<file path="config.mk">
export PLATFORM = sky130hd
export DESIGN_NAME = sha256_byte_stream_hasher
export DESIGN_NICKNAME = d
export VERILOG_FILES = /design/src/shabs_pkg.sv /design/src/shabs_datapath.sv /design/src/shabs_ctrl.sv /design/src/sha256_byte_stream_hasher.sv
export SDC_FILE = /design/constraint.sdc
export NUM_CORES = 2
export LEC_CHECK = 0
export BUFFER_PORTS_ARGS = -buffer_cell sky130_fd_sc_hd__clkbuf_2
export CAP_MARGIN = 20
export CORE_AREA = 4 4 424 426
export DETAILED_ROUTE_END_ITERATION = 16
export DIE_AREA = 0 0 428 430
export GPL_TIMING_DRIVEN = 0
export PLACE_DENSITY = 0.65
export SYNTH_ARGS = -nofsm -noshare
export SYNTH_HDL_FRONTEND = slang
export SYNTH_SLANG_ARGS = --single-unit
</file>
<file path="constraint.sdc">
create_clock -name clk -period 17.4 [get_ports clk]
set_clock_uncertainty 0.15 [all_clocks]
set_input_delay 2.61 -clock clk [delete_from_list [all_inputs] [get_ports clk]]
set_output_delay 2.61 -clock clk [all_outputs]
set_load 0.02 [all_outputs]
</file>
<file path="src/shabs_pkg.sv">
// shared types, constants and round functions of the sha-256 byte stream hasher
package shabs_pkg;

    localparam int unsigned WordW       = 32;
    localparam int unsigned ByteW       = 8;
    localparam int unsigned BlockWords  = 16;
    localparam int unsigned ChainWords  = 8;
    localparam int unsigned FillW       = 6;
    localparam int unsigned RoundW      = 6;
    localparam int unsigned IdxW        = 3;
    localparam int unsigned CountW      = 64;
    localparam logic [FillW-1:0]  LenStart   = FillW'(56);
    localparam logic [FillW-1:0]  FillLast   = FillW'(63);
    localparam logic [RoundW-1:0] RoundLast  = RoundW'(63);
    localparam logic [IdxW-1:0]   IdxLast    = IdxW'(7);
    localparam logic [ByteW-1:0]  PadMark    = 8'h80;
    localparam logic [CountW-1:0] BlockBits  = CountW'(512);

    localparam logic [WordW-1:0] Iv [ChainWords] = '{
        32'h6A09E667, 32'hBB67AE85, 32'h3C6EF372, 32'hA54FF53A,
        32'h510E527F, 32'h9B05688C, 32'h1F83D9AB, 32'h5BE0CD19
    };

    typedef enum logic [1:0] {
        PAD_MARK,
        PAD_ZERO,
        PAD_LEN
    } pad_sel_t;

    typedef struct packed {
        logic              load_byte;
        logic              pad_shift;
        pad_sel_t          pad_sel;
        logic              init_work;
        logic              round;
        logic [RoundW-1:0] round_idx;
        logic              add_chain;
        logic              count_block;
        logic              reinit;
        logic [IdxW-1:0]   word_idx;
    } cmd_t;

    typedef struct packed {
        logic [FillW-1:0] fill;
    } status_t;

    function automatic logic [WordW-1:0] rotr(input logic [WordW-1:0] v, input int unsigned n);
        rotr = (v >> n) | (v << (WordW - n));
    endfunction

    function automatic logic [WordW-1:0] big_sigma0(input logic [WordW-1:0] v);
        big_sigma0 = rotr(v, 2) ^ rotr(v, 13) ^ rotr(v, 22);
    endfunction

    function automatic logic [WordW-1:0] big_sigma1(input logic [WordW-1:0] v);
        big_sigma1 = rotr(v, 6) ^ rotr(v, 11) ^ rotr(v, 25);
    endfunction

    function automatic logic [WordW-1:0] small_sigma0(input logic [WordW-1:0] v);
        small_sigma0 = rotr(v, 7) ^ rotr(v, 18) ^ (v >> 3);
    endfunction

    function automatic logic [WordW-1:0] small_sigma1(input logic [WordW-1:0] v);
        small_sigma1 = rotr(v, 17) ^ rotr(v, 19) ^ (v >> 10);
    endfunction

    function automatic logic [WordW-1:0] round_k(input logic [RoundW-1:0] t);
        logic [WordW-1:0] k;
        unique case (t)
            6'd0:  k = 32'h428A2F98;  6'd1:  k = 32'h71374491;
            6'd2:  k = 32'hB5C0FBCF;  6'd3:  k = 32'hE9B5DBA5;
            6'd4:  k = 32'h3956C25B;  6'd5:  k = 32'h59F111F1;
            6'd6:  k = 32'h923F82A4;  6'd7:  k = 32'hAB1C5ED5;
            6'd8:  k = 32'hD807AA98;  6'd9:  k = 32'h12835B01;
            6'd10: k = 32'h243185BE;  6'd11: k = 32'h550C7DC3;
            6'd12: k = 32'h72BE5D74;  6'd13: k = 32'h80DEB1FE;
            6'd14: k = 32'h9BDC06A7;  6'd15: k = 32'hC19BF174;
            6'd16: k = 32'hE49B69C1;  6'd17: k = 32'hEFBE4786;
            6'd18: k = 32'h0FC19DC6;  6'd19: k = 32'h240CA1CC;
            6'd20: k = 32'h2DE92C6F;  6'd21: k = 32'h4A7484AA;
            6'd22: k = 32'h5CB0A9DC;  6'd23: k = 32'h76F988DA;
            6'd24: k = 32'h983E5152;  6'd25: k = 32'hA831C66D;
            6'd26: k = 32'hB00327C8;  6'd27: k = 32'hBF597FC7;
            6'd28: k = 32'hC6E00BF3;  6'd29: k = 32'hD5A79147;
            6'd30: k = 32'h06CA6351;  6'd31: k = 32'h14292967;
            6'd32: k = 32'h27B70A85;  6'd33: k = 32'h2E1B2138;
            6'd34: k = 32'h4D2C6DFC;  6'd35: k = 32'h53380D13;
            6'd36: k = 32'h650A7354;  6'd37: k = 32'h766A0ABB;
            6'd38: k = 32'h81C2C92E;  6'd39: k = 32'h92722C85;
            6'd40: k = 32'hA2BFE8A1;  6'd41: k = 32'hA81A664B;
            6'd42: k = 32'hC24B8B70;  6'd43: k = 32'hC76C51A3;
            6'd44: k = 32'hD192E819;  6'd45: k = 32'hD6990624;
            6'd46: k = 32'hF40E3585;  6'd47: k = 32'h106AA070;
            6'd48: k = 32'h19A4C116;  6'd49: k = 32'h1E376C08;
            6'd50: k = 32'h2748774C;  6'd51: k = 32'h34B0BCB5;
            6'd52: k = 32'h391C0CB3;  6'd53: k = 32'h4ED8AA4A;
            6'd54: k = 32'h5B9CCA4F;  6'd55: k = 32'h682E6FF3;
            6'd56: k = 32'h748F82EE;  6'd57: k = 32'h78A5636F;
            6'd58: k = 32'h84C87814;  6'd59: k = 32'h8CC70208;
            6'd60: k = 32'h90BEFFFA;  6'd61: k = 32'hA4506CEB;
            6'd62: k = 32'hBEF9A3F7;  6'd63: k = 32'hC67178F2;
            default: k = '0;
        endcase
        round_k = k;
    endfunction

endpackage

</file>
<file path="src/shabs_datapath.sv">
// datapath: block window, message schedule, round logic, chaining words and length
module shabs_datapath (
    input  logic                                  clk,
    input  logic                                  rst_n,
    input  shabs_pkg::cmd_t                       cmd,
    input  logic [shabs_pkg::ByteW-1:0]           data_byte,
    output shabs_pkg::status_t                    status,
    output logic [shabs_pkg::WordW-1:0]           digest_word
);

    logic [shabs_pkg::WordW-1:0]  window_reg [shabs_pkg::BlockWords];
    logic [shabs_pkg::WordW-1:0]  work_reg   [shabs_pkg::ChainWords];
    logic [shabs_pkg::WordW-1:0]  chain_reg  [shabs_pkg::ChainWords];
    logic [shabs_pkg::FillW-1:0]  fill_reg;
    logic [shabs_pkg::CountW-1:0] bit_count_reg;
    logic [shabs_pkg::CountW-1:0] total_reg;

    logic [shabs_pkg::ByteW-1:0]  byte_in;
    logic [shabs_pkg::WordW-1:0]  sched_next;
    logic [shabs_pkg::WordW-1:0]  t1;
    logic [shabs_pkg::WordW-1:0]  t2;
    logic [shabs_pkg::WordW-1:0]  ch;
    logic [shabs_pkg::WordW-1:0]  maj;
    logic [shabs_pkg::CountW-1:0] total_next;

    always_comb
    begin
        unique case ({cmd.pad_shift, cmd.pad_sel})
            {1'b1, shabs_pkg::PAD_MARK}: byte_in = shabs_pkg::PadMark;
            {1'b1, shabs_pkg::PAD_LEN}:  byte_in = total_reg[shabs_pkg::CountW-1 -: shabs_pkg::ByteW];
            {1'b1, shabs_pkg::PAD_ZERO}: byte_in = '0;
            default:                     byte_in = data_byte;
        endcase
    end

    assign total_next = bit_count_reg + {{(shabs_pkg::CountW-shabs_pkg::FillW-3){1'b0}}, fill_reg, 3'b000};

    assign sched_next = shabs_pkg::small_sigma1(window_reg[14]) + window_reg[9]
                      + shabs_pkg::small_sigma0(window_reg[1]) + window_reg[0];

    assign ch  = (work_reg[4] & work_reg[5]) ^ (~work_reg[4] & work_reg[6]);
    assign maj = (work_reg[0] & work_reg[1]) ^ (work_reg[0] & work_reg[2])
               ^ (work_reg[1] & work_reg[2]);
    assign t1  = work_reg[7] + shabs_pkg::big_sigma1(work_reg[4]) + ch
               + shabs_pkg::round_k(cmd.round_idx) + window_reg[0];
    assign t2  = shabs_pkg::big_sigma0(work_reg[0]) + maj;

    // window and working words carry no reset
    always_ff @(posedge clk)
    begin
        if (cmd.load_byte || cmd.pad_shift)
        begin
            for (int i = 0; i < shabs_pkg::BlockWords - 1; i++)
            begin
                window_reg[i] <= {window_reg[i][shabs_pkg::WordW-shabs_pkg::ByteW-1:0],
                                  window_reg[i+1][shabs_pkg::WordW-1 -: shabs_pkg::ByteW]};
            end
            window_reg[shabs_pkg::BlockWords-1] <=
                {window_reg[shabs_pkg::BlockWords-1][shabs_pkg::WordW-shabs_pkg::ByteW-1:0], byte_in};
        end
        else if (cmd.round)
        begin
            for (int i = 0; i < shabs_pkg::BlockWords - 1; i++)
            begin
                window_reg[i] <= window_reg[i+1];
            end
            window_reg[shabs_pkg::BlockWords-1] <= sched_next;
        end

        if (cmd.init_work)
        begin
            for (int i = 0; i < shabs_pkg::ChainWords; i++)
            begin
                work_reg[i] <= chain_reg[i];
            end
        end
        else if (cmd.round)
        begin
            work_reg[7] <= work_reg[6];
            work_reg[6] <= work_reg[5];
            work_reg[5] <= work_reg[4];
            work_reg[4] <= work_reg[3] + t1;
            work_reg[3] <= work_reg[2];
            work_reg[2] <= work_reg[1];
            work_reg[1] <= work_reg[0];
            work_reg[0] <= t1 + t2;
        end

        if (cmd.pad_shift && cmd.pad_sel == shabs_pkg::PAD_MARK)
        begin
            total_reg <= total_next;
        end
        else if (cmd.pad_shift && cmd.pad_sel == shabs_pkg::PAD_LEN)
        begin
            total_reg <= {total_reg[shabs_pkg::CountW-shabs_pkg::ByteW-1:0], {shabs_pkg::ByteW{1'b0}}};
        end
    end

    always_ff @(posedge clk or negedge rst_n)
    begin
        if (!rst_n)
        begin
            for (int i = 0; i < shabs_pkg::ChainWords; i++)
            begin
                chain_reg[i] <= shabs_pkg::Iv[i];
            end
            fill_reg      <= '0;
            bit_count_reg <= '0;
        end
        else
        begin
            if (cmd.load_byte || cmd.pad_shift)
            begin
                fill_reg <= fill_reg + 1'b1;
            end
            if (cmd.reinit)
            begin
                for (int i = 0; i < shabs_pkg::ChainWords; i++)
                begin
                    chain_reg[i] <= shabs_pkg::Iv[i];
                end
                bit_count_reg <= '0;
            end
            else
            begin
                if (cmd.add_chain)
                begin
                    for (int i = 0; i < shabs_pkg::ChainWords; i++)
                    begin
                        chain_reg[i] <= chain_reg[i] + work_reg[i];
                    end
                end
                if (cmd.count_block)
                begin
                    bit_count_reg <= bit_count_reg + shabs_pkg::BlockBits;
                end
            end
        end
    end

    assign status.fill = fill_reg;
    assign digest_word = chain_reg[cmd.word_idx];

endmodule

</file>
<file path="src/shabs_ctrl.sv">
// controller: byte intake, compression rounds, padding and digest output sequencing
module shabs_ctrl (
    input  logic                          clk,
    input  logic                          rst_n,
    input  logic                          in_valid,
    output logic                          in_ready,
    input  logic                          end_of_message,
    input  logic                          no_byte,
    output logic                          out_valid,
    input  logic                          out_ready,
    output logic [shabs_pkg::IdxW-1:0]    word_index,
    output logic                          last_word,
    input  shabs_pkg::status_t            status,
    output shabs_pkg::cmd_t               cmd
);

    typedef enum logic [2:0] {
        ST_IDLE,
        ST_COMPRESS,
        ST_ADD,
        ST_PAD,
        ST_EMIT
    } state_t;

    state_t                        state_reg;
    logic [shabs_pkg::RoundW-1:0]  round_reg;
    logic [shabs_pkg::IdxW-1:0]    idx_reg;
    logic                          end_pending_reg;
    logic                          data_block_reg;
    logic                          mark_done_reg;
    logic                          extra_reg;

    logic in_xfer;
    logic out_xfer;
    logic fill_full;

    assign in_ready  = (state_reg == ST_IDLE);
    assign out_valid = (state_reg == ST_EMIT);
    assign in_xfer   = in_valid && in_ready;
    assign out_xfer  = out_valid && out_ready;
    assign fill_full = (status.fill == shabs_pkg::FillLast);

    assign word_index = idx_reg;
    assign last_word  = (idx_reg == shabs_pkg::IdxLast);

    always_comb
    begin
        cmd             = '0;
        cmd.pad_sel     = shabs_pkg::PAD_ZERO;
        cmd.round_idx   = round_reg;
        cmd.word_idx    = idx_reg;
        unique case (state_reg)
            ST_IDLE:
            begin
                cmd.load_byte = in_xfer && !no_byte;
                cmd.init_work = in_xfer && !no_byte && fill_full;
            end
            ST_COMPRESS:
            begin
                cmd.round = 1'b1;
            end
            ST_ADD:
            begin
                cmd.add_chain   = 1'b1;
                cmd.count_block = data_block_reg;
            end
            ST_PAD:
            begin
                cmd.pad_shift = 1'b1;
                cmd.init_work = fill_full;
                priority if (!mark_done_reg)
                    cmd.pad_sel = shabs_pkg::PAD_MARK;
                else if (status.fill >= shabs_pkg::LenStart && !extra_reg)
                    cmd.pad_sel = shabs_pkg::PAD_LEN;
                else
                    cmd.pad_sel = shabs_pkg::PAD_ZERO;
            end
            ST_EMIT:
            begin
                cmd.reinit = out_xfer && last_word;
            end
            default:
            begin
                cmd.round = 1'b0;
            end
        endcase
    end

    always_ff @(posedge clk or negedge rst_n)
    begin
        if (!rst_n)
        begin
            state_reg       <= ST_IDLE;
            round_reg       <= '0;
            idx_reg         <= '0;
            end_pending_reg <= 1'b0;
            data_block_reg  <= 1'b0;
            mark_done_reg   <= 1'b0;
            extra_reg       <= 1'b0;
        end
        else
        begin
            unique case (state_reg)
                ST_IDLE:
                begin
                    if (in_xfer)
                    begin
                        end_pending_reg <= end_of_message;
                        mark_done_reg   <= 1'b0;
                        if (!no_byte && fill_full)
                        begin
                            data_block_reg <= 1'b1;
                            round_reg      <= '0;
                            state_reg      <= ST_COMPRESS;
                        end
                        else if (end_of_message)
                        begin
                            state_reg <= ST_PAD;
                        end
                    end
                end
                ST_COMPRESS:
                begin
                    round_reg <= round_reg + 1'b1;
                    if (round_reg == shabs_pkg::RoundLast)
                    begin
                        state_reg <= ST_ADD;
                    end
                end
                ST_ADD:
                begin
                    priority if (data_block_reg)
                    begin
                        state_reg <= end_pending_reg ? ST_PAD : ST_IDLE;
                    end
                    else if (extra_reg)
                    begin
                        extra_reg <= 1'b0;
                        state_reg <= ST_PAD;
                    end
                    else
                    begin
                        idx_reg   <= '0;
                        state_reg <= ST_EMIT;
                    end
                end
                ST_PAD:
                begin
                    if (!mark_done_reg)
                    begin
                        mark_done_reg <= 1'b1;
                        extra_reg     <= (status.fill >= shabs_pkg::LenStart);
                    end
                    if (fill_full)
                    begin
                        data_block_reg <= 1'b0;
                        round_reg      <= '0;
                        state_reg      <= ST_COMPRESS;
                    end
                end
                ST_EMIT:
                begin
                    if (out_xfer)
                    begin
                        idx_reg <= idx_reg + 1'b1;
                        if (last_word)
                        begin
                            end_pending_reg <= 1'b0;
                            state_reg       <= ST_IDLE;
                        end
                    end
                end
                default:
                begin
                    state_reg <= ST_IDLE;
                end
            endcase
        end
    end

endmodule

</file>
<file path="src/sha256_byte_stream_hasher.sv">
// top level of the sha-256 byte stream hasher: controller plus datapath
// a byte that does not complete a block is taken directly; the 64th byte of a block starts
// the compression (64 rounds on one shared round unit, then the chaining add) before the next byte is taken
// an end transfer adds one padding byte per cycle outside compression (up to 64 per block, 72 over two blocks),
// and compresses each padding block (one or two), then makes 8 output transfers; one message at a time
// asynchronous active-low reset loads the initial hash values and clears fill and bit count
module sha256_byte_stream_hasher (
    input  logic        clk,
    input  logic        rst_n,
    input  logic        in_valid,
    output logic        in_ready,
    input  logic [7:0]  data_byte,
    input  logic        end_of_message,
    input  logic        no_byte,
    output logic        out_valid,
    input  logic        out_ready,
    output logic [31:0] digest_word,
    output logic [2:0]  word_index,
    output logic        last_word
);

    shabs_pkg::cmd_t    cmd;
    shabs_pkg::status_t status;

    shabs_ctrl u_ctrl (
        .clk            (clk),
        .rst_n          (rst_n),
        .in_valid       (in_valid),
        .in_ready       (in_ready),
        .end_of_message (end_of_message),
        .no_byte        (no_byte),
        .out_valid      (out_valid),
        .out_ready      (out_ready),
        .word_index     (word_index),
        .last_word      (last_word),
        .status         (status),
        .cmd            (cmd)
    );

    shabs_datapath u_datapath (
        .clk         (clk),
        .rst_n       (rst_n),
        .cmd         (cmd),
        .data_byte   (data_byte),
        .status      (status),
        .digest_word (digest_word)
    );

endmodule

</file>
==> summary.txt <==
Final layout
  – Post-layout net count: just over 9000
  – Max FFs per register: a little over 500
  – Final core utilization: 0.487
  – Area grow syn2layout: 11.1%
  – Share of cells above drive strength 1: 0.0763

Critical path
  – Worst reg2reg setup slack: 4.20 ns
  – Endpoint class of the critical path: flip-flop
  – CP Class: flip-flop to flip-flop
  – Crit-path slowest cell: xnor2_1
  – WP data required: around 18 ns
  – R2R Path Start: u_ctrl.round_reg[1]
  – Worst reg2reg path endpoint: u_datapath.work_reg[0][30]
  – Worst setup SP type: flip-flop
  – Critical path arrival: 13.71 ns
  – Highest fanout seen on the critical path: 13
  – Max incr delay on CP: between 0.8 and 0.9 ns
  – Worst r2r path cells: 35

Global route
  – First-pass GRT wire length: 432 mm
  – Total gr overflow: 0
  – Vias in the first global route: 62300
  – Antenna violations before repair: 15
  – Total track usage: 0.318
  – Largest net degree at the start of global routing: 94

CTS
  – Latest clock arrival within the worst-skew pair: around 0.83 ns
  – Max Root-Sink Buffers: 3
  – Num CTS Buffers: about 140
  – Gates resized, CTS repair: 0
  – Register clock-pin slew on the reported worst setup and hold paths: 0.07 ns
  – Post-CTS Setup Inserts: 0
  – CTS sink cnt: roughly 1200
  – Clock root cell: clkbuf_16
  – Hold Buf Count CTS: 0
  – H-tree levels: 4
  – CTS tree: done

Hold path
  – Worst hold endpoint: u_datapath.status[5]
  – Hold crit path type: flip-flop to flip-flop
  – Hold depth: 1
  – Hold_sp: u_datapath.status[5]

STA
  – Tightest Pin Transition: 1.31 ns
  – RSZ-0062 raised after global routing: no
  – Setup slack after layout: 4.20 ns
  – Maximum clock rate: 75.8 MHz
  – Slew Limit Fails: 0
  – Endpoints failing setup: 0
  – Final hold violation count: 0
  – Fin crit share: 0.758
  – Relative slew slack: 0.121
  – TNS Setup: 0 ns
  – Final critical-path required period: about 13 ns

Floorplanning
  – Row cnt: 154
  – Starting Density: 0.438
  – Core area: around 180000 um2
  – Die Width: 428 um
  – I/O pin cnt: 52
  – Die height: 430 um
  – Die ar.: roughly 180000 um2

Logic synthesis
  – Syn Nets: between 8000 and 9000
  – Most area-consuming cells after synthesis: edfxtp_1 (32%), nand2_1 (12%), ha_1 (6.5%)
  – Register area share after synthesis: 0.434
  – Async set or reset register ratio after synthesis: 0.287
  – Post-synth top area share: 0.323
  – Ys flop type: edfxtp_1
  – Synthesized area: 77000 um2
  – Synth Area per Inst: around 9.4 um2
  – Yosys reg bits: about 1200
  – Yosys warns: 0
  – Synth unique cells: 89
  – Most frequent cells after synthesis: nand2_1 (2394), edfxtp_1 (829), a21oi_1 (482), o21ai_0 (466), clkbuf_1 (421)
  – Post-Synthesis Cells: 8226
  – Post-synth EDFFs: between 800 and 900
  – Yosys top cell by area: edfxtp_1
  – Most common cell in the synthesized netlist: nand2_1

Run
  – Max-cap violations: 0

Route
  – Vias per cell: 5.99
  – Routed len/inst: approximately 28 um
  – First-pass iteration count of the detailed router: 6
  – Drt drc: 0
  – Routed Antenna Nets: 0
  – 1st-iter DRT viols: 8289
  – DR vias: 65400
  – WL final: roughly 300 mm

Placed design
  – Post-DP HPWL: ~230 mm
  – Port buffer count: 51
  – Place WS: 4.18 ns
  – GPL Wtd Cong: 1.06

Status
  – Status: completed
==> cell type report <==
cell class,instances,area [um2]
clock inverters,65,767
flip-flops and latches,1162,33400
inverters,254,953
well taps,2340,2930
clock buffers,181,3630
repair buffers,98,1140
fillers,16600,90200
multi-input cells,6349,40900
plain buffers,461,1760
diodes,6,15.0
==> cell usage in the layout (no fill, tap or decap), drive strengths merged, types with 62 or more instances in the layout <==
master and n:
nand2 2394, xor2 216, dfrtp 197, nor2 368
nor2b 62, ha 399, nand2b 75, clkbuf 655
mux2 110, a21oi 482, buf 85, dfstp 136
fa 195, inv 261, mux4 69, xnor2 410
nand3 167, edfxtp 829, a21o 156, nor3 113
o21ai 471
==> worst max-delay path by stage <==
stage	cells after the start	endpoint	startpoint	slack, ns
floorplan	7	u_datapath.window_reg[0][0]	in_valid	1.61
global placement	7	u_datapath.window_reg[2][59]	u_ctrl.state_reg[0]	-6.27
detailed placement	34	u_datapath.work_reg[0][31]	u_ctrl.round_reg[1]	4.18
CTS	34	u_datapath.work_reg[0][31]	u_ctrl.round_reg[1]	4.14
global route	35	u_datapath.work_reg[0][30]	u_ctrl.round_reg[1]	3.82
finish	35	u_datapath.work_reg[0][30]	u_ctrl.round_reg[1]	4.20
==> per-stage QoR <==
step | hold slack, ns | instance area (um2) | instances
after detailed placement | 0.329 | 81000 | 10700
after global routing | 0.351 | 85500 | 10900
final | 0.337 | 85500 | 10900
after floorplan | 0.297 | 77000 | 8226
after global placement | 0.318 | 80200 | 10600
after CTS | 0.340 | 85400 | 10900
==> cell families (layout without fill, tap and decap cells) <==
| family | count (synthesis) | in the layout | share of synthesized area |
|---|---|---|---|
| XOR/XNOR | 626 | 626 | 0.0712 |
| flip-flops | 1162 | 1162 | 0.434 |
| AO/OA/AOI/OAI | 1532 | 1532 | 0.121 |
| multiplexers | 195 | 195 | 0.0384 |
| other | 0 | 6 | 0 |
| buffers and inverters | 715 | 1059 | 0.0351 |
| adder cells (fa/ha/maj) | 620 | 620 | 0.119 |
| AND/OR/NAND/NOR | 3376 | 3376 | 0.181 |
==> per-layer routing <==
layer	routed length, um	vias to the layer above	global-route usage
met5	92	-	0
met4	20000	12	0.175
met3	31500	768	0.0745
met2	131000	3666	0.481
met1	120000	32000	0.423
li1	-	28900	-
==> worst max-delay path: cells and delay by family (launching register included) <==
kind | cells | cell delay (ns)
AOI/OAI and AO/OA | 14 | 3.32
xor gates and xnor gates | 1 | 0.86
adders and majority gates | 7 | 3.46
buffers and inverters | 6 | 2.61
DFF | 1 | 0.57
and+or+nand+nor | 7 | 2.05
Power is not shown: default switching activity piles up to over one toggle a cycle in this logic, so the estimate is an artifact.
